===== src/rtl/core/olr_pkg.sv =====
// ----------------------------------------------------------------------------
// olr_pkg
// Shared types and codes of the overwrite-oldest line ring: input modes,
// queued command layout, result kinds, push status codes and back-end states.
// ----------------------------------------------------------------------------
`default_nettype none

package olr_pkg;

   localparam logic [1:0] MODE_PUSH  = 2'd0;
   localparam logic [1:0] MODE_FRAME = 2'd1;
   localparam logic [1:0] MODE_POP   = 2'd2;

   localparam logic [1:0] KIND_STATUS    = 2'd0;
   localparam logic [1:0] KIND_BYTE      = 2'd1;
   localparam logic [1:0] KIND_FRAME_END = 2'd2;

   localparam logic [1:0] STATUS_STORED    = 2'd0;
   localparam logic [1:0] STATUS_OVERWRITE = 2'd1;
   localparam logic [1:0] STATUS_DROPPED   = 2'd2;

   localparam logic [7:0] NEWLINE_BYTE = 8'd10;

   localparam int STORED_W    = 9;
   localparam int QUEUE_DEPTH = 4;
   localparam int QPW         = $clog2(QUEUE_DEPTH);
   localparam int QCW         = $clog2(QUEUE_DEPTH + 1);

   typedef enum logic [1:0] {
      OP_PUSH,
      OP_PUSH_END,
      OP_FRAME,
      OP_POP
   } op_type;

   typedef struct packed {
      op_type      op;
      logic [7:0]  data_byte;
      logic        write_en;
      logic [7:0]  offset;
      logic        too_long;
      logic [7:0]  line_len;
      logic [15:0] capacity;
   } cmd_type;

   typedef enum logic [1:0] {
      ST_IDLE,
      ST_CHECK,
      ST_STREAM
   } back_state_type;

endpackage

`default_nettype wire


===== src/rtl/core/olr_cmd_queue.sv =====
// ----------------------------------------------------------------------------
// olr_cmd_queue
// Short command queue between front and back end, so each side can stall
// on its own.
// ----------------------------------------------------------------------------
`default_nettype none

module olr_cmd_queue (
   input  wire logic              clock,
   input  wire logic              reset,
   input  wire logic              in_valid,
   output logic                   in_ready,
   input  wire olr_pkg::cmd_type  in_cmd,
   output logic                   out_valid,
   input  wire logic              out_ready,
   output olr_pkg::cmd_type       out_cmd
);

   localparam int QPW = olr_pkg::QPW;
   localparam int QCW = olr_pkg::QCW;

   olr_pkg::cmd_type entry_ff [olr_pkg::QUEUE_DEPTH];
   logic [QPW-1:0]   wr_ptr_ff, wr_ptr_in;
   logic [QPW-1:0]   rd_ptr_ff, rd_ptr_in;
   logic [QCW-1:0]   count_ff, count_in;
   logic             push;
   logic             pop;

   assign in_ready  = count_ff != QCW'(olr_pkg::QUEUE_DEPTH);
   assign out_valid = count_ff != '0;
   assign out_cmd   = entry_ff[rd_ptr_ff];
   assign push      = in_valid && in_ready;
   assign pop       = out_valid && out_ready;

   always_comb begin
      wr_ptr_in = wr_ptr_ff;
      rd_ptr_in = rd_ptr_ff;
      count_in  = count_ff;
      if (push) begin
         wr_ptr_in = (wr_ptr_ff == QPW'(olr_pkg::QUEUE_DEPTH - 1)) ? '0 : wr_ptr_ff + QPW'(1);
      end
      if (pop) begin
         rd_ptr_in = (rd_ptr_ff == QPW'(olr_pkg::QUEUE_DEPTH - 1)) ? '0 : rd_ptr_ff + QPW'(1);
      end
      if (push && !pop) begin
         count_in = count_ff + QCW'(1);
      end else if (pop && !push) begin
         count_in = count_ff - QCW'(1);
      end
   end

   always_ff @(posedge clock) begin
      if (reset) begin
         wr_ptr_ff <= '0;
         rd_ptr_ff <= '0;
         count_ff  <= '0;
      end else begin
         wr_ptr_ff <= wr_ptr_in;
         rd_ptr_ff <= rd_ptr_in;
         count_ff  <= count_in;
      end
   end

   always_ff @(posedge clock) begin
      if (push) begin
         entry_ff[wr_ptr_ff] <= in_cmd;
      end
   end

endmodule

`default_nettype wire


===== config.mk =====
export PLATFORM = sky130hd
export DESIGN_NAME = olr_cmd_queue
export DESIGN_NICKNAME = d
export VERILOG_FILES = /design/src/rtl/core/olr_pkg.sv /design/src/rtl/core/olr_cmd_queue.sv
export SDC_FILE = /design/constraint.sdc
export NUM_CORES = 1
export LEC_CHECK = 0
export ABC_AREA = 1
export BUFFER_PORTS_ARGS = -buffer_cell sky130_fd_sc_hd__buf_4
export CAP_MARGIN = 20
export CORE_UTILIZATION = 39
export CTS_CLUSTER_SIZE = 24
export DETAILED_ROUTE_END_ITERATION = 16
export HOLD_SLACK_MARGIN = 0.06
export SLEW_MARGIN = 30
export SYNTH_ARGS = -nofsm -noshare
export SYNTH_HDL_FRONTEND = slang
export SYNTH_SLANG_ARGS = --single-unit

===== constraint.sdc =====
create_clock -name clock -period 4.6 [get_ports clock]
set_clock_uncertainty 0.05 [all_clocks]
set_input_delay 0.46 -clock clock [delete_from_list [all_inputs] [get_ports clock]]
set_output_delay 0.46 -clock clock [all_outputs]
set_load 0.01 [all_outputs]

Word level (Yosys, flattened, before mapping) --
Memory sizes are Yosys's and may differ from the RTL's. A register that Yosys moved wholly into a read port is not among the register bits. Index checks and enable logic that the tools add are counted.
Word-level totals: register bits 7, logic and storage cells 27, memories kept 1, RAM bits 176, input port bits 48, output and inout port bits 46
Operators by class: equal/unequal tests 3, reductions and logical operators 8, multiplexer cells 8, $add $sub $neg 4
Memory list:
- entry_ff | depth 4, width 44, rd ports 1, clocked after Yosys merged registers in 1, wr ports 1, RTL line olr_cmd_queue.sv:22 | olr_pkg::cmd_type entry_ff [olr_pkg::QUEUE_DEPTH];
Operators by type and width (count):
- $mux W2 | 4
- $mux W3 | 2
- $add A2 B1 Y2 const B | 2
- $eq A2 B2 Y1 const B | 2
- $logic_and A1 B1 Y1 | 4
- $add A3 B1 Y3 const B | 1
- $ne A3 B3 Y1 const B | 1
- $reduce_bool A3 Y1 | 1
- $sub A3 B1 Y3 const B | 1
- $logic_not A1 Y1 | 2
- $mux W1 | 2
- $reduce_bool A2 Y1 | 1

Depth between registers and ports, before layout --
Gate-level depths: netlist (run 1).
word-level depth 6, depth in mapped cells 13, mapped depth without buffers 13

Least setup slack after synthesis (run 1) --
Ideal clock, no wire load.
path kind reg-to-reg, start point reg count_ff[0], end point mem entry_ff[0][0] in the netlist's numbering (enable), library setup time 0.446 ns, data arrival time 2.615 ns, clock period less this slack 3.111 ns, path buffers 0, slack 1.489 ns, required time 4.104 ns, cell stages (with the launch flop) 5, cells stage by stage dfxtp_1 -> nor2_1 -> nand2_1 -> nand2_1 -> nor2_1
On the way: longest elaborated chain between the ends 4
Ends and longest elaborated chain:
- start: declaration | RTL line olr_cmd_queue.sv:25 | logic [QCW-1:0] count_ff, count_in;
- start signal: assignment | RTL line olr_cmd_queue.sv:60 | count_ff <= count_in;
- $ne A3 B3 Y1 | RTL line olr_cmd_queue.sv:29 | assign in_ready = count_ff != QCW'(olr_pkg::QUEUE_DEPTH);
- net in_ready | RTL line olr_cmd_queue.sv:12 | output logic in_ready,
- $logic_and A1 B1 Y1 | RTL line olr_cmd_queue.sv:32 | assign push = in_valid && in_ready;
- $mux W1 | RTL line olr_cmd_queue.sv:65 | if (push) begin
- $mux W1 (implied by the code) | RTL line olr_cmd_queue.sv:66 | entry_ff[wr_ptr_ff] <= in_cmd;
- end: declaration | RTL line olr_cmd_queue.sv:22
The timed path passes the listed nets, and every way through them passes these cells.

==> results.cfg, run 1 <==
[clock_network]
clockRootBuffer = clkbuf_16
clk_pin_slew_ns = 0.06
cts_buffers = 17
clock_latency_ns = 0.42
hold_buffers = 0
clockBufferDepth = 2
postCtsSetupBuffers = 0
cts_resized = 0
clock_sinks = 185
htreeDepth = 4
cts_tree = done

[detailed_routing]
via_count = 4140
drt-pass1-iter-count = 4
wire_per_inst_um = 17.7
vias_per_cell = 5.04
drc_errors = 0
ant_nets = 0
drtIter0Drc = 315
wl_um = 14600

[sta]
finalCriticalPeriod_ns = 2.97
rsz0062_at_grt = false
final.period_utilization_pct = 64.5
slew_violations = 0
hold_viol = 0
worstMarginPinSlew_ns = 0.904
timing.fmax_mhz = 337
setup_viol = 0
whs_ns = 0.156
slew_headroom_pct = 39.7
timing.setup.tns_ns = 0

[pwr]
vdd_drop_max_mv = 0.294
leakage_nw = 3.02
power_w = 0.00502
power_density_nw_per_um2 = 586

[floorplan]
start_util_pct = 40.5
core-area_um2 = 17500
ios = 94
die_y_um = 137
fp.dieW_um = 137
fp.dieArea_um2 = 18800
rows = 48

[placed_design]
place_congestion = 0.685
post-dp-hpwl_um = 8420
dp.cells = 789
io_buffer_count = 93

[run_status]
status = finished clean

[final_layout]
fin_nets = 639
drive_gt1_share_pct = 25.1
antenna_cells = 0
utilization_pct = 48.8
area_growth_pct = 20.6
stdcell_count = 822

[synth]
syn_inst = 494
synth_seq_cells = 185
avgSynthCellArea_um2 = 14.4
synthDistinctLibCells = 24
syn_nets = 549
syn_area_um2 = 7100
yosysSeqAreaShare_pct = 77.0
yosys_warnings = 0

[global_route]
grt_pass1_wl_um = 22400
grt_pass1_vias = 4215
grt_overflow = 0
grt.total_usage_pct = 16.3
grt_max_degree = 90
antenna_found_initial = 0

[setup_path]
timing.setup.critical_path_class = reg2out
path_max_fanout = 89
cp.arrival_ns = 2.46
cp.required_ns = 4.09
r2r_start = count_ff[0]$_SDFFE_PP0P_
crit_path_end_kind = output port
start_kind = flop

[flow_run]
max_cap_viol_count = 0

[min_path]
hp-start = reset
hold_path_class = in2reg
## cells by family after synthesis
logic type / Yosys count / share of synthesized area (%)
buffers and inverters: 43 / 3.40
adder cells (fa/ha/maj): 7 / 1.34
AND/OR/NAND/NOR: 123 / 7.01
flip-flops: 185 / 77.0
XOR/XNOR: 1 / 0.123
AO/OA/AOI/OAI: 135 / 11.2
## registers in the layout (all words and copies together) (netlist names), named ones only
signal,flops
count_ff,3
entry_ff,176
rd_ptr_ff,2
wr_ptr_ff,2
## cell type report
class                      count  area (um^2)
clock buffer                  20          437
clock inverter                12          131
fill                        1529         8970
inverter                      16         65.1
multi-input combinational    266         1430
sequential                   185         5470
tap                          225          282
timing repair buffer          98          756
## cell usage after synthesis
master	count	area share (%)
buf_6	3	0.48
nor2_2	10	0.88
inv_2	1	0.053
buf_8	2	0.42
buf_2	18	1.3
ha_1	6	1.1
nand2_1	14	0.74
o22ai_2	10	1.8
nand4_1	1	0.088
inv_6	1	0.12
nand3_1	1	0.070
a21oi_1	2	0.14
nor2_1	95	5.0
buf_4	1	0.11
dfxtp_1	9	2.5
nand3b_1	2	0.21
o21ai_0	82	5.8
fa_1	1	0.28
clkbuf_2	3	0.21
edfxtp_1	176	74
xor2_1	1	0.12
o22ai_1	34	3.0
o21ai_1	7	0.49
inv_1	14	0.74
## cell usage in the layout (no fill, tap or decap)
cell type   instances
buf_16              1
o21ai_1             7
xor2_1              1
clkbuf_16          17
inv_2               1
o22ai_1            34
o21ai_0            82
buf_4              97
clkbuf_1            3
nor2_4              4
clkinv_1            5
dfxtp_4             1
fa_1                1
a21oi_1             2
nand2_1            14
bufinv_16           3
nand3_1             1
edfxtp_1          176
nor2_1             91
dfxtp_1             7
clkinv_2            3
nand4_1             1
inv_6               1
inv_1              14
clkinvlp_4          1
nand3b_1            2
ha_1                6
o22ai_2            10
dfxtp_2             1
nor2_2             10
## routing by layer
metal	vias to the layer above	track usage [%]	routed length [um]	part of all wire (%)
met5	-	0	0	0
met1	2050	20.9	6490	45
met2	76	27.3	7360	51
met4	0	5.43	148	1.0
met3	10	3.78	559	3.8
li1	2004	-	-	-
## critical path, stage by stage (launching register included)
cell	delay [ns]
dfxtp_4	0.95
inv_6	0.45
o21ai_0	0.34
o22ai_2	0.12
buf_4	0.16
## worst paths after layout
path / to / cells after the start / slack [ns]
setup / recovery: out_cmd[9] / 4 / 1.63
hold / removal: count_ff[0]$_SDFFE_PP0P_ / 2 / 0.16
setup reg to reg: entry_ff[0][13]$_DFFE_PP_ / 5 / 2.07
hold reg to reg: flop / 2 / 0.48
## per-stage QoR
| stage | instance area, um^2 | setup slack, ns |
|---|---|---|
| after floorplan | 7100 | 1.49 |
| after global placement | 7970 | 2.06 |
| after detailed placement | 7970 | 1.99 |
| after CTS | 8540 | 1.53 |
| after global routing | 8570 | 1.37 |
| final | 8570 | 1.63 |
## report_power, final
group | leakage (nW) | total (W) | internal (W) | switching (W)
Clock | 0.275 | 0.00141 | 0.000842 | 0.000572
Combinational | 1.06 | 0.00138 | 0.000580 | 0.000797
Sequential | 1.69 | 0.00223 | 0.00206 | 0.000167
Note: power is estimated with default switching activity, not from simulation.
==> run 2: changes to the inputs <==
==> constraint.sdc (replaced) <==
create_clock -name clock -period 2.9 [get_ports clock]
set_clock_uncertainty 0.05 [all_clocks]
set_input_delay 0.29 -clock clock [delete_from_list [all_inputs] [get_ports clock]]
set_output_delay 0.29 -clock clock [all_outputs]
set_load 0.01 [all_outputs]
==> run 2 against run 1 <==
- sequential share of layout area down 3.5 points
- highest routed layer unchanged
- die area unchanged
- largest power group unchanged
- sequential power is 53% higher
==> results.cfg, run 2 (same netlist as run 1, synthesis figures left out) <==
[run_status]
status = finished clean

[final_layout]
top_regs = entry_ff x176, count_ff x3
utilization_pct = 51.6
mostFrequentLayoutCell = edfxtp_1
largest_reg_flops = 176
antenna_cells = 0
fin_area_um2 = 9060
area_growth_pct = 27.5
final_cell_mix = edfxtp_1, buf_4, nor2_1
fin_nets = 691
drive_gt1_share_pct = 25.0
fill_cells = 1516
regMostFlops = entry_ff

[placed_design]
io_buffer_count = 93
post-dp-hpwl_um = 8310
place_congestion = 0.716
post_dp_cell_area_um2 = 8030

[clock_network]
clk_pin_slew_ns = 0.07
clock_sinks = 185
cts_buffers = 17
postCtsSetupBuffers = 0
clock_latency_ns = 0.43
clockBufferDepth = 2
htreeDepth = 4
cts_tree = done
clockRootBuffer = clkbuf_16

[setup_path]
path_max_fanout = 56
timing.setup.critical_path_class = reg2out
crit_path_end_kind = output port
start_kind = flop
r2r_start = count_ff[0]$_SDFFE_PP0P_
r2r_end = count_ff[1]$_SDFFE_PP0P_
rr_worst_depth = 9
regToRegSetupSlack_ns = 0.74
cp.required_ns = 2.56
cp.arrival_ns = 2.25

[global_route]
grt_pass1_vias = 4362
grt_max_degree = 89
antenna_found_initial = 0
grt_overflow = 0
grt_pass1_wl_um = 22300
grt.total_usage_pct = 16.4

[flow_run]
max_cap_viol_count = 0

[sta]
timing.setup.tns_ns = 0
final.period_utilization_pct = 89.2
slew_violations = 0
slew_headroom_pct = 56.0
worstMarginPinSlew_ns = 0.659
timing.fmax_mhz = 387
finalCriticalPeriod_ns = 2.59
whs_ns = 0.0865
hold_viol = 0
setup_viol = 0
rsz0062_at_grt = false

[pwr]
power_w = 0.00804
vdd_drop_max_mv = 0.459
power_density_nw_per_um2 = 888
leakage_nw = 3.23

[detailed_routing]
ant_nets = 0
drtIter0Drc = 338
wire_per_inst_um = 16.7
drc_errors = 0
vias_per_cell = 5.02
via_count = 4387
drt-pass1-iter-count = 4
wl_um = 14600

[floorplan]
ios = 94
fp.dieW_um = 137
fp.dieArea_um2 = 18800
die_y_um = 137
start_util_pct = 40.5
core-area_um2 = 17500
rows = 48

[min_path]
hp-start = in_valid
holdPathStages = 3
hold_path_class = in2reg
hold_end = wr_ptr_ff[1]$_SDFFE_PP0P_
run 2: worst max-delay path by stage:
stage,from,to,slack [ns],cells after the start
final,flop,out_cmd[3],0.31,4
after CTS,flop,out_cmd[3],0.28,4
after detailed placement,count_ff[0]$_SDFFE_PP0P_,count_ff[1]$_SDFFE_PP0P_,0.73,9
after global routing,flop,out_cmd[11],0.18,4
after floorplan,count_ff[0]$_SDFFE_PP0P_,entry_ff[0][0]$_DFFE_PP_,-0.21,4
after global placement,count_ff[1]$_SDFFE_PP0P_,count_ff[1]$_SDFFE_PP0P_,0.80,9
run 2: cell type report:
type,count,area [um^2],area share (%)
clock buffer,19,433,4.78
clock inverter,13,143,1.58
inverter,16,65.1,0.718
multi-input combinational,266,1430,15.7
sequential,185,5470,60.4
tap,225,282,3.11
timing repair buffer,150,1240,13.7
run 2: critical path, stage by stage (launching register included):
cell and delay [ns]:
dfxtp_4 0.73, buf_4 0.44, o21ai_0 0.18, o22ai_1 0.27, buf_4 0.17
run 2: report_power, final:
part	total (W)	switching, W	leakage, nW	internal (W)
Clock	0.00224	0.000967	0.274	0.00128
Sequential	0.00342	0.000158	1.69	0.00326
Combinational	0.00237	0.00139	1.27	0.000982
Total	0.00804	0.00252	3.23	0.00552
run 2: repair_timing:
action / 4_1_cts / 5_1_grt
resized for setup: 0 / 0
hold endpoints to repair: 177 / 0
hold buffers: 45 / 0
run 2: stage by stage:
step	setup slack, ns	std cells
global route	0.181	874
global placement	0.800	797
CTS	0.276	874
floorplan	-0.211	494
detailed placement	0.732	797
finish	0.315	874
run 2: metal layers:
metal,track usage (%),share of wire [%],vias to the layer above
met5,0,0,-
met2,27.6,49,97
li1,-,-,2105
met4,8.24,2.5,0
met3,3.63,4.0,28
met1,19.8,44,2157
==> run 3: changes to the inputs <==
--- a/config.mk
+++ b/config.mk
@@ -5,7 +5,6 @@
 export SDC_FILE = /design/constraint.sdc
 export NUM_CORES = 1
 export LEC_CHECK = 0
-export ABC_AREA = 1
 export BUFFER_PORTS_ARGS = -buffer_cell sky130_fd_sc_hd__buf_4
 export CAP_MARGIN = 20
 export CORE_UTILIZATION = 39
==> run 3 against run 2 <==
- critical path depth grew 3
- synthesized area shrank 4.0%
- first-iteration DRC count shrank 44%
- total power shrank 9.9%
- design area shrank 1.7%
- fmax grew 3.7%
- register-to-register slack lost 0.33 ns
- count of clock-buffer cells in the layout grew 5
- sequential cell count is the same
- hold slack gained 0.016 ns
- synthesized cell count shrank 44%
- combinational power shrank 31%
==> results.cfg, run 3 <==
[global_route]
antenna_found_initial = 0
grt_max_degree = 45
grt_overflow = 0
grt_pass1_vias = 3571
grt.total_usage_pct = 14.7
grt_pass1_wl_um = 19200

[synth]
synth_ff_type = edfxtp_1
ys_async_sr_fraction_pct = 0
syn_inst = 278
syn_nets = 333
synthDistinctLibCells = 27
synth_seq_cells = 185
synth_top_area_cell = edfxtp_1
yosys_warnings = 0
syn_area_um2 = 6820
synth_top_area_share_pct = 77.5
avgSynthCellArea_um2 = 24.5
synth.most_common_cell = edfxtp_1
synth_edf_count = 176
yosysSeqAreaShare_pct = 80.2
yosys-top-cells-area = edfxtp_1, mux4_2, dfxtp_1, ha_1, mux2i_1
synthTopCellsByCount = edfxtp_1, mux4_2, dfxtp_1, ha_1

[detailed_routing]
vias_per_cell = 4.92
drc_errors = 0
via_count = 3275
wl_um = 12300
drt-pass1-iter-count = 4
ant_nets = 0
wire_per_inst_um = 18.6
drtIter0Drc = 188

[sta]
timing.setup.tns_ns = 0
timing.fmax_mhz = 401
hold_viol = 0
worstMarginPinSlew_ns = 0.566
final.period_utilization_pct = 85.9
rsz0062_at_grt = false
slew_headroom_pct = 62.3
slew_violations = 0
finalCriticalPeriod_ns = 2.49
setup_viol = 0

[setup_path]
slowest_stage = o31ai_1
rr_worst_depth = 7
crit_path_end_kind = flop
slowest_delay_ns = 0.51
regToRegSetupSlack_ns = 0.41
cp.required_ns = 3.21
timing.setup.critical_path_class = reg2reg
crit_chain = o31ai_1 -> ha_1 -> inv_1 -> fa_1 -> xor2_1 -> or3_2 -> a21oi_1
cp.arrival_ns = 2.80
path_max_fanout = 5
start_kind = flop

[final_layout]
fin_area_um2 = 8900
regMostFlops = entry_ff
fill_cells = 1364
area_growth_pct = 30.6
seq_area_um2 = 5470
multiInputGateArea_um2 = 1270
largest_reg_flops = 176
final_cell_mix = edfxtp_1, buf_4, dlygate4sd3_1
mostFrequentLayoutCell = edfxtp_1
antenna_cells = 0
drive_gt1_share_pct = 41.6
fin_nets = 487
top_regs = entry_ff x176, count_ff x3

[floorplan]
fp.dieW_um = 134
rows = 47
fp.dieArea_um2 = 18000
start_util_pct = 40.5
ios = 94
die_y_um = 134
core-area_um2 = 16800

[clock_network]
clock_sinks = 185
cts_buffers = 17
cts_tree = done
clk_pin_slew_ns = 0.06
htreeDepth = 4
clock_latency_ns = 0.43
postCtsSetupBuffers = 0
clockBufferDepth = 2
clockRootBuffer = clkbuf_16

[placed_design]
post-dp-hpwl_um = 7240
post_dp_cell_area_um2 = 7870
place_congestion = 0.738
io_buffer_count = 93

[min_path]
hold_path_class = in2reg
holdPathStages = 3

[pwr]
vdd_drop_max_mv = 0.498
power_density_nw_per_um2 = 814
leakage_nw = 3.05

[flow_run]
max_cap_viol_count = 0

[run_status]
status = finished clean
## run 3: changes by cell type after synthesis, moves of 11 or more
cell,before,now
nor2_1,95,3
inv_1,14,3
mux4_2,0,44
nand2_1,14,1
o22ai_1,34,0
o21ai_0,82,1
buf_2,18,1
## run 3: final timing paths
path                                                start                         to
worst max-delay path             count_ff[0]$_SDFFE_PP0P_   count_ff[2]$_SDFFE_PP0P_
worst min-delay path                             in_valid  wr_ptr_ff[0]$_SDFFE_PP0P_
worst max register to register   count_ff[0]$_SDFFE_PP0P_   count_ff[2]$_SDFFE_PP0P_
worst min register to register  rd_ptr_ff[0]$_SDFFE_PP0P_                       flop
## run 3: layout make-up
cell class	instances	area share, %
inverters	3	0.126
flip-flops and latches	185	61.4
repair buffers	147	14.5
clock inverters	8	0.618
multi-input cells	78	14.3
clock buffers	24	5.90
well taps	220	3.09
## run 3: per-stage QoR
stage	std cells	total power (W)	hold slack [ns]	utilization, %	setup slack [ns]
after floorplan	278	0.00431	0.339	-	0.660
after global placement	588	0.00502	0.420	46.8	0.544
after detailed placement	588	0.00507	0.431	46.8	0.424
after CTS	665	0.00734	0.0715	52.9	0.409
after global routing	665	0.00756	0.0809	52.9	0.272
final	665	0.00724	0.103	52.9	0.408
## run 3: logic make-up after synthesis
| group | share of synthesized area [%] |
|---|---|
| AO/OA/AOI/OAI | 0.514 |
| XOR/XNOR | 0.257 |
| adder cells (fa/ha/maj) | 1.40 |
| buffers and inverters | 1.10 |
| flip-flops | 80.2 |
| multiplexers | 15.0 |
| AND/OR/NAND/NOR | 1.56 |
## run 3: power by group
group | total [W] | switching [W] | internal, W
combinational | 0.00163 | 0.000738 | 0.000896
clock | 0.00222 | 0.000943 | 0.00127
sequential | 0.00339 | 0.000150 | 0.00324
total | 0.00724 | 0.00183 | 0.00541
## run 3: metal layers
layer  GRT usage [%]  vias up  part of all wire, %
li1                -     1479                    -
met1            18.7     1683                   44
met2            22.8       88                   48
met3            5.10       25                  5.2
met4            6.43        0                  2.2
met5               0        -                    0
## run 3: repair_timing
action / in CTS / in global routing
endpoints found under the hold margin: 184 / 0
hold buffers: 45 / 0
gates resized for setup: 0 / 0
## run 3: critical path: cells and delay by family, from the launching register on
family / cells / cell delay [ns]
XOR/XNOR: 1 / 0.17
AO/OA/AOI/OAI: 2 / 0.67
adder cells (fa/ha/maj): 2 / 0.67
AND/OR/NAND/NOR: 1 / 0.42
flip-flops: 1 / 0.37
buffers and inverters: 1 / 0.07
