## config.mk

```make
export PLATFORM = sky130hd
export DESIGN_NAME = olr_front
export DESIGN_NICKNAME = d
export VERILOG_FILES = /design/src/rtl/core/olr_pkg.sv /design/src/rtl/core/olr_front.sv
export SDC_FILE = /design/constraint.sdc
export NUM_CORES = 1
export LEC_CHECK = 0
export BUFFER_PORTS_ARGS = -buffer_cell sky130_fd_sc_hd__buf_2
export CORE_MARGIN = 2
export CORE_UTILIZATION = 37
export DETAILED_ROUTE_END_ITERATION = 10
export GPL_TIMING_DRIVEN = 0
export PLACE_DENSITY = 0.87
export SLEW_MARGIN = 20
export SYNTH_ARGS = -nofsm -noshare
export SYNTH_HDL_FRONTEND = slang
export SYNTH_SLANG_ARGS = --single-unit
```

## constraint.sdc

```tcl
create_clock -name clock -period 2 [get_ports clock]
set_input_delay 0.1 -clock clock [delete_from_list [all_inputs] [get_ports clock]]
set_output_delay 0.1 -clock clock [all_outputs]
set_load 0.005 [all_outputs]
```

## src/rtl/core/olr_pkg.sv

```systemverilog
// ----------------------------------------------------------------------------
// olr_pkg
// Shared types and codes of the overwrite-oldest line ring: input modes,
// queued command layout, result kinds, push status codes and back-end states.
// ----------------------------------------------------------------------------
`default_nettype none

package olr_pkg;

   localparam logic [1:0] MODE_PUSH  = 2'd0;
   localparam logic [1:0] MODE_FRAME = 2'd1;
   localparam logic [1:0] MODE_POP   = 2'd2;

   localparam logic [1:0] KIND_STATUS    = 2'd0;
   localparam logic [1:0] KIND_BYTE      = 2'd1;
   localparam logic [1:0] KIND_FRAME_END = 2'd2;

   localparam logic [1:0] STATUS_STORED    = 2'd0;
   localparam logic [1:0] STATUS_OVERWRITE = 2'd1;
   localparam logic [1:0] STATUS_DROPPED   = 2'd2;

   localparam logic [7:0] NEWLINE_BYTE = 8'd10;

   localparam int STORED_W    = 9;
   localparam int QUEUE_DEPTH = 4;
   localparam int QPW         = $clog2(QUEUE_DEPTH);
   localparam int QCW         = $clog2(QUEUE_DEPTH + 1);

   typedef enum logic [1:0] {
      OP_PUSH,
      OP_PUSH_END,
      OP_FRAME,
      OP_POP
   } op_type;

   typedef struct packed {
      op_type      op;
      logic [7:0]  data_byte;
      logic        write_en;
      logic [7:0]  offset;
      logic        too_long;
      logic [7:0]  line_len;
      logic [15:0] capacity;
   } cmd_type;

   typedef enum logic [1:0] {
      ST_IDLE,
      ST_CHECK,
      ST_STREAM
   } back_state_type;

endpackage

`default_nettype wire

```

## src/rtl/core/olr_front.sv

```systemverilog
// ----------------------------------------------------------------------------
// olr_front
// Input side: accepts request transfers, tracks the staging line length and
// overflow, and turns each item into a command for the back end.
// ----------------------------------------------------------------------------
`default_nettype none

module olr_front #(
   parameter int SLOT_BYTES = 64
) (
   input  wire logic              clock,
   input  wire logic              reset,
   input  wire logic              req_valid,
   output logic                   req_ready,
   input  wire logic [1:0]        req_mode,
   input  wire logic [7:0]        req_data_byte,
   input  wire logic              req_end_of_line,
   input  wire logic [15:0]       req_frame_capacity,
   output logic                   cmd_valid,
   output olr_pkg::cmd_type       cmd,
   input  wire logic              cmd_ready
);

   localparam int SW = $clog2(SLOT_BYTES + 1);
   localparam logic [SW-1:0] SB_S = SW'(SLOT_BYTES);

   logic [SW-1:0] st_len_ff, st_len_in;
   logic          st_ovf_ff, st_ovf_in;
   logic          accept;
   logic          wr_ok;
   logic [SW-1:0] len_next;
   logic          ovf_next;

   assign req_ready = cmd_ready;
   assign accept    = req_valid && req_ready;

   always_comb begin
      wr_ok     = st_len_ff < SB_S;
      len_next  = wr_ok ? st_len_ff + SW'(1) : st_len_ff;
      ovf_next  = st_ovf_ff || !wr_ok;
      st_len_in = st_len_ff;
      st_ovf_in = st_ovf_ff;
      cmd_valid = 1'b0;

      cmd.op        = olr_pkg::OP_PUSH;
      cmd.data_byte = req_data_byte;
      cmd.write_en  = wr_ok;
      cmd.offset    = 8'(st_len_ff);
      cmd.too_long  = ovf_next || (len_next >= SB_S);
      cmd.line_len  = 8'(len_next);
      cmd.capacity  = req_frame_capacity;

      unique case (req_mode)
         olr_pkg::MODE_PUSH: begin
            cmd_valid = req_valid;
            if (req_end_of_line) begin
               cmd.op = olr_pkg::OP_PUSH_END;
               if (accept) begin
                  st_len_in = '0;
                  st_ovf_in = 1'b0;
               end
            end else if (accept) begin
               st_len_in = len_next;
               st_ovf_in = ovf_next;
            end
         end
         olr_pkg::MODE_FRAME: begin
            cmd.op    = olr_pkg::OP_FRAME;
            cmd_valid = req_valid;
         end
         olr_pkg::MODE_POP: begin
            cmd.op    = olr_pkg::OP_POP;
            cmd_valid = req_valid;
         end
         default: begin
            cmd_valid = 1'b0;
         end
      endcase
   end

   always_ff @(posedge clock) begin
      if (reset) begin
         st_len_ff <= '0;
         st_ovf_ff <= 1'b0;
      end else begin
         st_len_ff <= st_len_in;
         st_ovf_ff <= st_ovf_in;
      end
   end

endmodule

`default_nettype wire

```

Word level (Yosys, flattened, before mapping)
Cells that the tools add are included.

storage, ports and cells
  bits in registers = 8
  bits in latches = 0
  RAM bits = 0
  bits in read-only memories = 0
  input bits = 31
  output and inout bits = 46
  memories = 0

cells by class
  $add $sub $neg = 1
  multipliers = 0
  div/mod/pow operators = 0
  magnitude comparators = 2
  equality and inequality tests = 2
  shift operators = 0
  mux-type cells = 10
  bitwise operators = 0
  reduce and logical (&&, ||, !) cells = 7

operator list
  operator             count
  $mux 7               4
  $add 7x1->7 const B  1
  $ge 7x7->1 const B   1
  $lt 7x7->1 const B   1
  $pmux 2 s3           1
  $mux 1               5
  $reduce_or 3->1      1
  $eq 2x1->1 const B   1
  $eq 2x2->1 const B   1
  $logic_not 2->1      1
  $logic_or 1x1->1     2
  $reduce_and 2->1     1
  $logic_and 1x1->1    1
  $logic_not 1->1      1

Logic depth before layout (Yosys ltp)
Gate-level depths: netlist of run 1.

  word-level depth = 5
  gate-level depth with buffers = 6
  depth with buffers taken out = 6

Worst setup path after synthesis of run 1
OpenSTA, ideal clock, no wires.

  path type = flip-flop to flip-flop
  start = register st_len_ff[0]
  end = register st_len_ff[4]
  setup time = 70 ps
  arrival = 1,215 ps
  data required time = 1,930 ps
  setup slack = 715 ps
  stages on the path, launching flop included = 6
  path buffers = 0
  path through = dfxtp_1 -> ha_1 -> nand4b_1 -> xnor2_1 -> nand3_1 -> a21oi_1

RTL lines
  what                    line             source
  start, declared         olr_front.sv:27  logic [SW-1:0] st_len_ff, st_len_in;
  start signal, assigned  olr_front.sv:86  st_len_ff <= st_len_in;

==> impl_summary.log, run 1 <==
[metrics] wire length of the first global-routing pass: 2.44 mm
[metrics] number of instances resized during post-cts repair: 0
[metrics] count of final setup violators: 0
[metrics] data required time at the worst endpoint: ~1900 ps
[metrics] number of buffers created by CTS: 3
[metrics] kind of start point of the critical path: register
[metrics] number of clock sinks seen by CTS: 8
[metrics] gate count after technology mapping: 91
[metrics] outcome: finished clean
[metrics] Hold WS: 89.0 ps
[metrics] Distinct cells, synth: 29
[metrics] total placed cells including tap cells: 166
[metrics] most used standard cell by instance count after synthesis: sky130_fd_sc_hd__buf_4
[metrics] register clock-pin slew on the reported worst setup and hold paths: 60 ps
[metrics] via count of the first global-routing pass: 604
[metrics] count of vias placed by the detailed router: 775
[metrics] number of register bits inferred by synthesis: 8
[metrics] mean cell area of the mapped netlist: 7.95 um^2
[metrics] highest fanout seen on the critical path: 6
[metrics] Final Non-Filler Cells: 169
[metrics] Detailed Routing Iterations Pass 1: 4
[metrics] initial antenna violation count: 0
[metrics] reg-to-reg setup timing slack: between 500 and 600 ps
[metrics] height of the die: 48.2 um
[metrics] CTS Buffer Depth: 2
[metrics] post-layout total power: 384 uW
[metrics] area occupied by multi-input gates: 327 um^2
[metrics] CTS tree: yes
[metrics] Row Count: 15
[metrics] overall die width: between 40 and 50 um
[metrics] area growth from synthesis to final layout: 41.9%
[metrics] origin of the critical flop-to-flop path: st_len_ff[0]
[metrics] boundary pin count: 77
[metrics] yosys warns: 0
[metrics] maximum number of pins on one net before global-route repair: 10
[metrics] area share of the largest cell type after synthesis: a little under 30%
[metrics] commonest cells in the synthesized netlist: sky130_fd_sc_hd__buf_4 (28), sky130_fd_sc_hd__dfxtp_1 (8)
[metrics] hold path cells: 2
[metrics] worst voltage drop across the vdd grid: ~300 uV
[metrics] cell area after layout: roughly 1000 um^2
[metrics] Setup TNS: 0 ps
[metrics] clock latency on the worst-skew pair: 260 ps
[metrics] Root Driver: sky130_fd_sc_hd__clkbuf_4
[metrics] FFs w/ async S/R, synth: 0%
[metrics] Tmin final: 1650 ps
[metrics] Area after DPL: roughly 1000 um^2
[metrics] fraction of final layout cells with drive strength greater than 1: between 50% and 60%
[metrics] Max Clk Rate: 607 MHz
[metrics] final worst-path cycle share: 82.4%
[metrics] endpoint type of the worst setup path: output pin
[metrics] floorplan core area: 1780 um^2
[metrics] Fin Clk Skew: 7.63 ps
[metrics] Register Area: about 160 um^2
[metrics] post-synthesis instance area: between 700 and 800 um^2
[metrics] count of final hold-check violations: 0
[metrics] via count normalized by instance count: between 4 and 5
[metrics] worst reg-to-reg path cell count: 5
[metrics] Routability Congestion: 0.777
[metrics] GRT Resource Usage Total: between 10% and 20%
[metrics] half-perimeter wire length after placement: roughly 1.5 mm
[metrics] post-detailed-route DRC marker count: 0
[metrics] routed wirelength normalized by instance count: about 11 um
[metrics] total wirelength of the detailed-routed design: 1.79 mm
[metrics] EDFF count, synth: 0
[metrics] part of the Yosys area used for sequential elements: 22.1%
[metrics] hold_sp: req_end_of_line
[metrics] port buffer count: 49
[metrics] CTS H-Tree Depth: 1
[metrics] Crit Path Class: reg -> out
[metrics] Diodes inserted: 0
[metrics] drt initial violations: 9
[metrics] number of nets in the layout: between 150 and 200
[metrics] Post-CTS Hold Fix Bufs: 0
[metrics] Final Max Tran Viols: 0
[metrics] effective utilization at floorplan: around 41%
[metrics] library cell occupying the most area in the post-synthesis netlist: sky130_fd_sc_hd__buf_4
[metrics] maximum capacitance violations: 0
[metrics] global route overflow: 0
[metrics] count of filler cells inserted in the layout: 175
[metrics] remaining antenna violation count after routing: 0
[metrics] areal power density over the cells: 374 nW/um^2
[metrics] buffer count from post-CTS setup fixing: 0
[metrics] worst min-delay path class: in -> reg
[metrics] Worst Hold Path EP: st_ovf_ff
[metrics] RSZ-0062 raised after global routing: false
[metrics] leakage power of the design: 0.592 nW
[metrics] Arrival @ worst endpoint: 1550 ps
[metrics] Die Area: 2320 um^2
[metrics] dominant cells by area after synthesis: sky130_fd_sc_hd__buf_4 (29%), sky130_fd_sc_hd__dfxtp_1 (22%), sky130_fd_sc_hd__ha_1 (5.2%)
[metrics] ys flop type: sky130_fd_sc_hd__dfxtp_1
[metrics] RR Endpoint: st_len_ff[4]
## cells by family after synthesis
| logic type | share of synthesized area [%] |
|---|---|
| buffers and inverters | 33.2 |
| adder cells (fa/ha/maj) | 5.19 |
| AND/OR/NAND/NOR | 20.1 |
| multiplexers | 1.56 |
| XOR/XNOR | 6.06 |
| AO/OA/AOI/OAI | 11.2 |
| flip-flops | 22.1 |
| other | 0.519 |
## state kept, by name, indices dropped and copies added (netlist names)
signal and flops:
st_ovf_ff 1, st_len_ff 7
## cell type report
cell class	count	area share, %
Buffer	30	22.0
Clock buffer	3	2.20
Inverter	4	1.46
Multi-Input combinational cell	50	31.8
Sequential cell	8	15.6
Tap cell	25	3.05
Timing Repair Buffer	49	23.9
## routing by layer
layer	global-route usage [%]	share of wire [%]
met1	15.8	35
met2	26.8	49
met3	4.44	14
met4	9.19	1.7
met5	0	0
## cell usage in the layout (no fill, tap or decap), drive strengths merged
master / n
buf: 79
dfxtp: 8
nand2: 5
nor2: 5
nand3: 5
a21oi: 5
xnor2: 4
inv: 4
o21ai: 4
ha: 3
clkbuf: 3
nand2b: 2
a22oi: 2
conb: 2
nand4b: 2
xor2: 1
mux2: 1
or2: 1
nor2b: 1
and3: 1
a211oi: 1
nor3: 1
nor4: 1
nand3b: 1
o211ai: 1
a31oi: 1
## worst max path at each step
stage / from / slack (ps) / endpoint
final: st_len_ff[0] / 350 / cmd[24]
after global routing: st_len_ff[0] / 220 / cmd[20]
after CTS: st_len_ff[0] / 350 / cmd[24]
after detailed placement: st_len_ff[0] / 600 / st_len_ff[4]
after global placement: req_mode[1] / 670 / st_len_ff[5]
after floorplan: st_len_ff[0] / 720 / st_len_ff[4]
## metrics by stage
stage,utilization [%],setup WS [ps]
finish,57.5,351
floorplan,-,715
global placement,56.3,674
detailed placement,56.3,604
CTS,57.5,348
global route,57.5,223
## power breakdown
part           switching [mW]  internal, mW  total (mW)
clock network          0.0569        0.0688       0.126
registers             0.00108         0.160       0.161
logic                  0.0353        0.0619      0.0972
## critical path, stage by stage (launching register included)
cell and delay [ps]:
sky130_fd_sc_hd__dfxtp_1 490, sky130_fd_sc_hd__ha_1 260, sky130_fd_sc_hd__nand3_1 90, sky130_fd_sc_hd__o21ai_1 200, sky130_fd_sc_hd__or2_2 140, sky130_fd_sc_hd__buf_2 100
No activity file was read; power rests on OpenSTA's default activity.
==> run 2: changes to the inputs <==
--- a/config.mk
+++ b/config.mk
@@ -7,10 +7,10 @@
 export LEC_CHECK = 0
 export BUFFER_PORTS_ARGS = -buffer_cell sky130_fd_sc_hd__buf_2
 export CORE_MARGIN = 2
-export CORE_UTILIZATION = 37
+export CORE_UTILIZATION = 31
 export DETAILED_ROUTE_END_ITERATION = 10
 export GPL_TIMING_DRIVEN = 0
-export PLACE_DENSITY = 0.87
+export PLACE_DENSITY = 0.78
 export SLEW_MARGIN = 20
 export SYNTH_ARGS = -nofsm -noshare
 export SYNTH_HDL_FRONTEND = slang
==> constraint.sdc (replaced) <==
create_clock -name clock -period 1.41 [get_ports clock]
set_input_delay 0.0705 -clock clock [delete_from_list [all_inputs] [get_ports clock]]
set_output_delay 0.0705 -clock clock [all_outputs]
set_load 0.005 [all_outputs]
==> run 2 against run 1 <==
Effect of this change:
- flip-flop and latch count unchanged
- critical path type unchanged
- first-iteration DRC count up 67%
- global-route usage is 1.3 points lower
- sequential power increased by 40%
- utilization fell by 6.9 points
- total power is 41% higher
- critical path depth stayed put
- clock power increased by 41%
- largest cell class unchanged
- die area is 18% higher
==> impl_summary.log, run 2 (synthesis results as in run 1) <==
[metrics] outcome: finished clean
[metrics] maximum number of pins on one net before global-route repair: 10 (unchanged)
[metrics] number of buffers created by CTS: 3 (unchanged)
[metrics] first element of the critical path: st_len_ff[1]
[metrics] hold_sp: req_end_of_line
[metrics] endpoint type of the worst setup path: output pin
[metrics] Setup TNS: 0 ps (unchanged)
[metrics] leakage power of the design: 0.624 nW (+5.4%)
[metrics] kind of start point of the critical path: register
[metrics] Worst Hold Path EP: st_ovf_ff
[metrics] Row Count: 17 (+2)
[metrics] drt initial violations: 15 (+6)
[metrics] boundary pin count: 77 (unchanged)
[metrics] register with the highest flop count: st_len_ff
[metrics] Die Area: 2740 um^2 (+18%)
[metrics] clock latency on the worst-skew pair: 250 ps (about the same)
[metrics] fraction of final layout cells with drive strength greater than 1: 65.5% (+7.2 points)
[metrics] post-detailed-route DRC marker count: 0 (unchanged)
[metrics] via count of the first global-routing pass: 635 (+5.1%)
[metrics] Final Max Tran Viols: 0 (unchanged)
[metrics] worst reg-to-reg path cell count: 5 (unchanged)
[metrics] worst voltage drop across the vdd grid: 320 uV (+5.1%)
[metrics] maximum capacitance violations: 0 (unchanged)
[metrics] GRT Resource Usage Total: 13.9% (-1.3 points)
[metrics] number of clock sinks seen by CTS: 8 (unchanged)
[metrics] routed wirelength normalized by instance count: 11.0 um (+3.6%)
[metrics] register clock-pin slew on the reported worst setup and hold paths: 60 ps (about the same)
[metrics] largest registers in the final layout: st_len_ff (7), st_ovf_ff (1)
[metrics] CTS H-Tree Depth: 1 (unchanged)
[metrics] via count normalized by instance count: 4.54 (-1.0%)
[metrics] Max Clk Rate: 713 MHz
[metrics] leading cell types in the layout, fill and taps excluded: sky130_fd_sc_hd__buf_2 (49), sky130_fd_sc_hd__buf_4 (31), sky130_fd_sc_hd__nand2_1 (5), sky130_fd_sc_hd__a21oi_1 (5)
[metrics] wire length of the first global-routing pass: 2.75 mm (+12%)
[metrics] Crit Path Class: reg -> out
[metrics] final worst-path cycle share: 99.5%
[metrics] commonest non-fill, non-tap cell in the layout: sky130_fd_sc_hd__buf_2
[metrics] total wirelength of the detailed-routed design: 1.93 mm (+7.9%)
[metrics] half-perimeter wire length after placement: 1.49 mm (-1.9%)
[metrics] global route overflow: 0 (unchanged)
[metrics] reg-to-reg setup timing slack: 200 ps (-380 ps)
[metrics] CTS tree: yes
[metrics] floorplan core area: 2210 um^2 (+24%)
[metrics] initial antenna violation count: 0 (unchanged)
[metrics] highest fanout seen on the critical path: 3 (-3)
[metrics] Routability Congestion: 0.679 (-13%)
[metrics] Tmin final: about 1400 ps
[metrics] remaining antenna violation count after routing: 0 (unchanged)
[metrics] RR Endpoint: st_len_ff[5]
[metrics] Arrival @ worst endpoint: 1330 ps (-220 ps)
[metrics] Fin Clk Skew: 4.14 ps (-3.49 ps)
[metrics] Diodes inserted: 0 (unchanged)
[metrics] worst min-delay path class: in -> reg
[metrics] number of nets in the layout: 184 (+2.2%)
[metrics] overall die width: 52.3 um (+8.5%)
[metrics] RSZ-0062 raised after global routing: true
[metrics] origin of the critical flop-to-flop path: st_len_ff[6]
[metrics] area growth from synthesis to final layout: 55.0%
[metrics] Root Driver: sky130_fd_sc_hd__clkbuf_4
[metrics] Post-CTS Hold Fix Bufs: 0 (unchanged)
[metrics] number of flip-flops under the largest register name: 7 (unchanged)
[metrics] CTS Buffer Depth: 2 (unchanged)
[metrics] areal power density over the cells: 484 nW/um^2 (+29%)
[metrics] port buffer count: 49 (unchanged)
[metrics] hold path cells: 2 (unchanged)
[metrics] height of the die: 52.3 um (+8.5%)
[metrics] effective utilization at floorplan: 32.7% (-7.9 points)
[metrics] data required time at the worst endpoint: 1340 ps (-560 ps)
[metrics] count of final setup violators: 0 (unchanged)
[metrics] Detailed Routing Iterations Pass 1: 4 (unchanged)
[metrics] Area after DPL: 1010 um^2 (+0.37%)
[metrics] cell area after layout: 1120 um^2 (+9.3%)
[metrics] count of final hold-check violations: 0 (unchanged)
[metrics] count of vias placed by the detailed router: 799 (+3.1%)
[run 2: changes by cell type in the layout (fill, tap and decap cells not counted), moves of 2 or more]
| cell | change |
|---|---|
| sky130_fd_sc_hd__buf_4 | +3 |
| sky130_fd_sc_hd__dfxtp_1 | -4 |
| sky130_fd_sc_hd__dfxtp_2 | +2 |
| sky130_fd_sc_hd__dfxtp_4 | +2 |
[run 2: worst max-delay path by stage]
stage	to	slack, ps	depth (start not counted)
global placement	st_len_ff[4]	50	5
detailed placement	st_len_ff[4]	30	5
global route	cmd[24]	-50	5
finish	cmd[24]	7	5
floorplan	st_len_ff[4]	130	5
CTS	cmd[24]	6	5
[run 2: where the power goes]
group          internal, mW  total, mW  switching [mW]
clock network        0.0976      0.178          0.0803
registers             0.223      0.225         0.00132
logic                0.0900      0.140          0.0504
[run 2: metrics by stage]
step / std cells / hold slack, ps / utilization, % / worst slack [ps] / power (mW)
detailed placement: 169 / 307 / 45.5 / 27.0 / 0.371
global placement: 169 / 309 / 45.5 / 50.6 / 0.370
floorplan: 92 / 167 / - / 125 / 0.315
global route: 176 / 70.7 / 50.7 / -45.9 / 0.584
finish: 176 / 72.9 / 50.7 / 7.26 / 0.543
CTS: 174 / 66.6 / 49.0 / 5.69 / 0.553
[run 2: area by class of cell]
class / count / area (um^2)
clock buffer: 3 / 22.5
sequential: 8 / 170
multi-input combinational: 50 / 365
timing repair buffer: 53 / 288
buffer: 30 / 225
inverter: 4 / 15.0
tap: 28 / 35.0
fill: 217 / 1090
[run 2: what timing repair did]
| item | 4_1_cts | 5_1_grt |
|---|---|---|
| setup buffers | 2 | 2 |
| endpoints found under the setup margin | 6 | 3 |
| pin swaps | 0 | 2 |
| gates resized for setup | 9 | 5 |
[run 2: critical path, cell delays in order (launching register included)]
cell and delay [ps]:
sky130_fd_sc_hd__dfxtp_4 390, sky130_fd_sc_hd__ha_4 160, sky130_fd_sc_hd__nand3_2 110, sky130_fd_sc_hd__o21ai_2 200, sky130_fd_sc_hd__or2_4 130, sky130_fd_sc_hd__buf_2 90
[run 2: routing by layer]
| layer | share of wire (%) | GRT usage (%) | wire (um) |
|---|---|---|---|
| met3 | 15 | 7.14 | 290 |
| met5 | 0 | 0 | 0 |
| met1 | 35 | 14.1 | 679 |
| met2 | 48 | 23.5 | 919 |
| met4 | 2.0 | 6.41 | 39 |
==> run 3: changes to the inputs <==
==> constraint.sdc (replaced) <==
create_clock -name clock -period 1.2 [get_ports clock]
set_input_delay 0.06 -clock clock [delete_from_list [all_inputs] [get_ports clock]]
set_output_delay 0.06 -clock clock [all_outputs]
set_load 0.005 [all_outputs]
==> run 3 against run 2 <==
Effect of this change:
- the flow now finishes with violations (negative setup slack)
- critical path depth fell by 1
- die area is the same
- register-to-register slack worse by 300 ps
- first-iteration DRC count is 33% higher
- total power increased by 24%
- routed wire length up 16%
- hold slack worse by 12 ps
- count of clock-buffer cells in the layout increased by 1
- critical path type unchanged
- critical endpoint is now cmd[20]
==> impl_summary.log, run 3 (synthesis results as in run 1) <==
[metrics] port buffer count: 49 (unchanged)
[metrics] CTS tree: yes
[metrics] register with the highest flop count: st_len_ff
[metrics] remaining antenna violation count after routing: 0 (unchanged)
[metrics] final setup slack of the worst path: -187 ps (-194 ps)
[metrics] Crit Path Class: reg -> out
[metrics] effective utilization at floorplan: 32.7% (unchanged)
[metrics] count of final setup violators: 12 (+12)
[metrics] number of clock sinks seen by CTS: 8 (unchanged)
[metrics] largest registers in the final layout: st_len_ff (7), st_ovf_ff (1)
[metrics] half-perimeter wire length after placement: 1.55 mm (+4.3%)
[metrics] Max stage delay on crit path: 370 ps (-20 ps)
[metrics] highest fanout seen on the critical path: 3 (unchanged)
[metrics] kind of start point of the critical path: register
[metrics] GRT Resource Usage Total: 15.2% (+1.3 points)
[metrics] Root Driver: sky130_fd_sc_hd__clkbuf_4
[metrics] clock latency on the worst-skew pair: 270 ps (+20 ps)
[metrics] via count normalized by instance count: 4.63 (+1.9%)
[metrics] cell area after layout: 1270 um^2 (+13%)
[metrics] Routability Congestion: 0.750 (+10%)
[metrics] data required time at the worst endpoint: 1140 ps (-200 ps)
[metrics] CTS H-Tree Depth: 1 (unchanged)
[metrics] cell with the largest stage delay on the worst path: sky130_fd_sc_hd__dfxtp_4
[metrics] Arrival @ worst endpoint: 1330 ps (about the same)
[metrics] routed wirelength normalized by instance count: 12.2 um (+12%)
[metrics] Tmin final: roughly 1400 ps
[metrics] Area after DPL: 1010 um^2 (+0.74%)
[metrics] count of final hold-check violations: 0 (unchanged)
[metrics] Detailed Routing Iterations Pass 1: 4 (unchanged)
[metrics] Die Area: 2740 um^2 (unchanged)
[metrics] maximum number of pins on one net before global-route repair: 11 (+1)
[metrics] violations in the final reports: negative setup slack
[metrics] worst voltage drop across the vdd grid: 350 uV (+9.3%)
[metrics] outcome: finished, violations left
[metrics] CTS Buffer Depth: 2 (unchanged)
[metrics] number of flip-flops under the largest register name: 7 (unchanged)
[metrics] areal power density over the cells: 531 nW/um^2 (+9.7%)
[metrics] Final Max Tran Viols: 0 (unchanged)
[metrics] Row Count: 17 (unchanged)
[metrics] fraction of final layout cells with drive strength greater than 1: 75.3% (+9.8 points)
[metrics] floorplan core area: 2210 um^2 (unchanged)
[metrics] via count of the first global-routing pass: 753 (+19%)
[metrics] post-detailed-route DRC marker count: 0 (unchanged)
[metrics] Max Clk Rate: 721 MHz
[metrics] Post-CTS Hold Fix Bufs: 0 (unchanged)
[metrics] total wirelength of the detailed-routed design: 2.23 mm (+16%)
[metrics] final worst-path cycle share: 116%
[metrics] number of buffers created by CTS: 3 (unchanged)
[metrics] leakage power of the design: 0.686 nW (+9.9%)
[metrics] initial antenna violation count: 0 (unchanged)
[metrics] Fin Clk Skew: 2.47 ps (-1.68 ps)
[metrics] area growth from synthesis to final layout: 75.6%
[metrics] wire length of the first global-routing pass: 3.06 mm (+11%)
[metrics] worst min-delay path class: in -> reg
[metrics] count of vias placed by the detailed router: 842 (+5.4%)
[metrics] leading cell types in the layout, fill and taps excluded: sky130_fd_sc_hd__buf_2 (46), sky130_fd_sc_hd__buf_4 (32), sky130_fd_sc_hd__buf_6 (7)
[metrics] endpoint type of the worst setup path: output pin
[metrics] Diodes inserted: 0 (unchanged)
[metrics] maximum capacitance violations: 0 (unchanged)
[metrics] height of the die: 52.3 um (unchanged)
[metrics] commonest non-fill, non-tap cell in the layout: sky130_fd_sc_hd__buf_2
[metrics] register clock-pin slew on the reported worst setup and hold paths: 60 ps (about the same)
[metrics] RSZ-0062 raised after global routing: true
[metrics] Hold WS: 60.7 ps (-12.3 ps)
[metrics] overall die width: 52.3 um (unchanged)
[metrics] drt initial violations: 20 (+5)
[metrics] number of nets in the layout: 189 (+2.7%)
[metrics] CP Cell Sequence: ha_4 > nand4b_1 > xnor2_2 > buf_2
[metrics] global route overflow: 0 (unchanged)
[metrics] boundary pin count: 77 (unchanged)
[run 3: changes by cell type in the layout (fill, tap and decap cells not counted), moves of 2 or more]
cell and change:
sky130_fd_sc_hd__buf_6 +6, sky130_fd_sc_hd__dfxtp_1 -2, sky130_fd_sc_hd__a21oi_1 -3, sky130_fd_sc_hd__xnor2_1 -3
sky130_fd_sc_hd__buf_2 -3, sky130_fd_sc_hd__xnor2_2 +3, sky130_fd_sc_hd__a21oi_2 +3
[run 3: critical path, delay by kind of cell (launching register included)]
kind,cells,cell delay (ps)
xor+xnor,1,220
buf+inv,1,150
fa+ha+maj,1,150
simple gates,1,160
flops,1,370
[run 3: layer usage]
| metal | share of wire (%) | wire length [um] | global-route usage, % | up-vias |
|---|---|---|---|---|
| met1 | 33 | 735 | 14.0 | 369 |
| li1 | - | - | - | 401 |
| met3 | 11 | 252 | 5.71 | 5 |
| met4 | 1.8 | 39 | 5.13 | 0 |
| met2 | 54 | 1200 | 30.0 | 67 |
| met5 | 0 | 0 | 0 | - |
[run 3: repair_timing]
action                                  CTS  global route
endpoints found under the setup margin   10            14
cloned                                    0             0
pin swaps                                 7             6
resized for setup                        18            18
setup buffers                             8             2
[run 3: path summary, 6_finish.rpt]
path                    from      endpoint  slack (ps)  cells past startpoint
min reg2reg     st_len_ff[4]  st_len_ff[4]         520                      2
max reg2reg     st_len_ff[1]  st_len_ff[2]        -100                      7
max             st_len_ff[1]       cmd[20]        -190                      4
min          req_end_of_line     st_ovf_ff          60                      2
[run 3: per-stage QoR]
| step | utilization [%] | TNS (ps) | setup WS [ps] | power (mW) | instances |
|---|---|---|---|---|---|
| after floorplan | - | 0 | 17.0 | 0.369 | 92 |
| after global placement | 45.9 | -125 | -79.0 | 0.433 | 169 |
| after detailed placement | 45.9 | -267 | -117 | 0.437 | 169 |
| after CTS | 53.2 | -924 | -138 | 0.676 | 180 |
| after global routing | 57.4 | -1760 | -245 | 0.713 | 182 |
| final | 57.4 | -1170 | -187 | 0.675 | 182 |
[run 3: layout make-up]
| type | instances | area [um^2] |
|---|---|---|
| buffer | 29 | 214 |
| clock buffer | 4 | 26.3 |
| fill | 209 | 942 |
| inverter | 4 | 15.0 |
| multi-input combinational | 50 | 430 |
| sequential | 8 | 175 |
| tap | 28 | 35.0 |
| timing repair buffer | 59 | 374 |
[run 3: power breakdown]
group,switching (mW),internal [mW]
clock,0.108,0.128
sequential,0.00110,0.260
combinational,0.0654,0.111
total,0.175,0.500
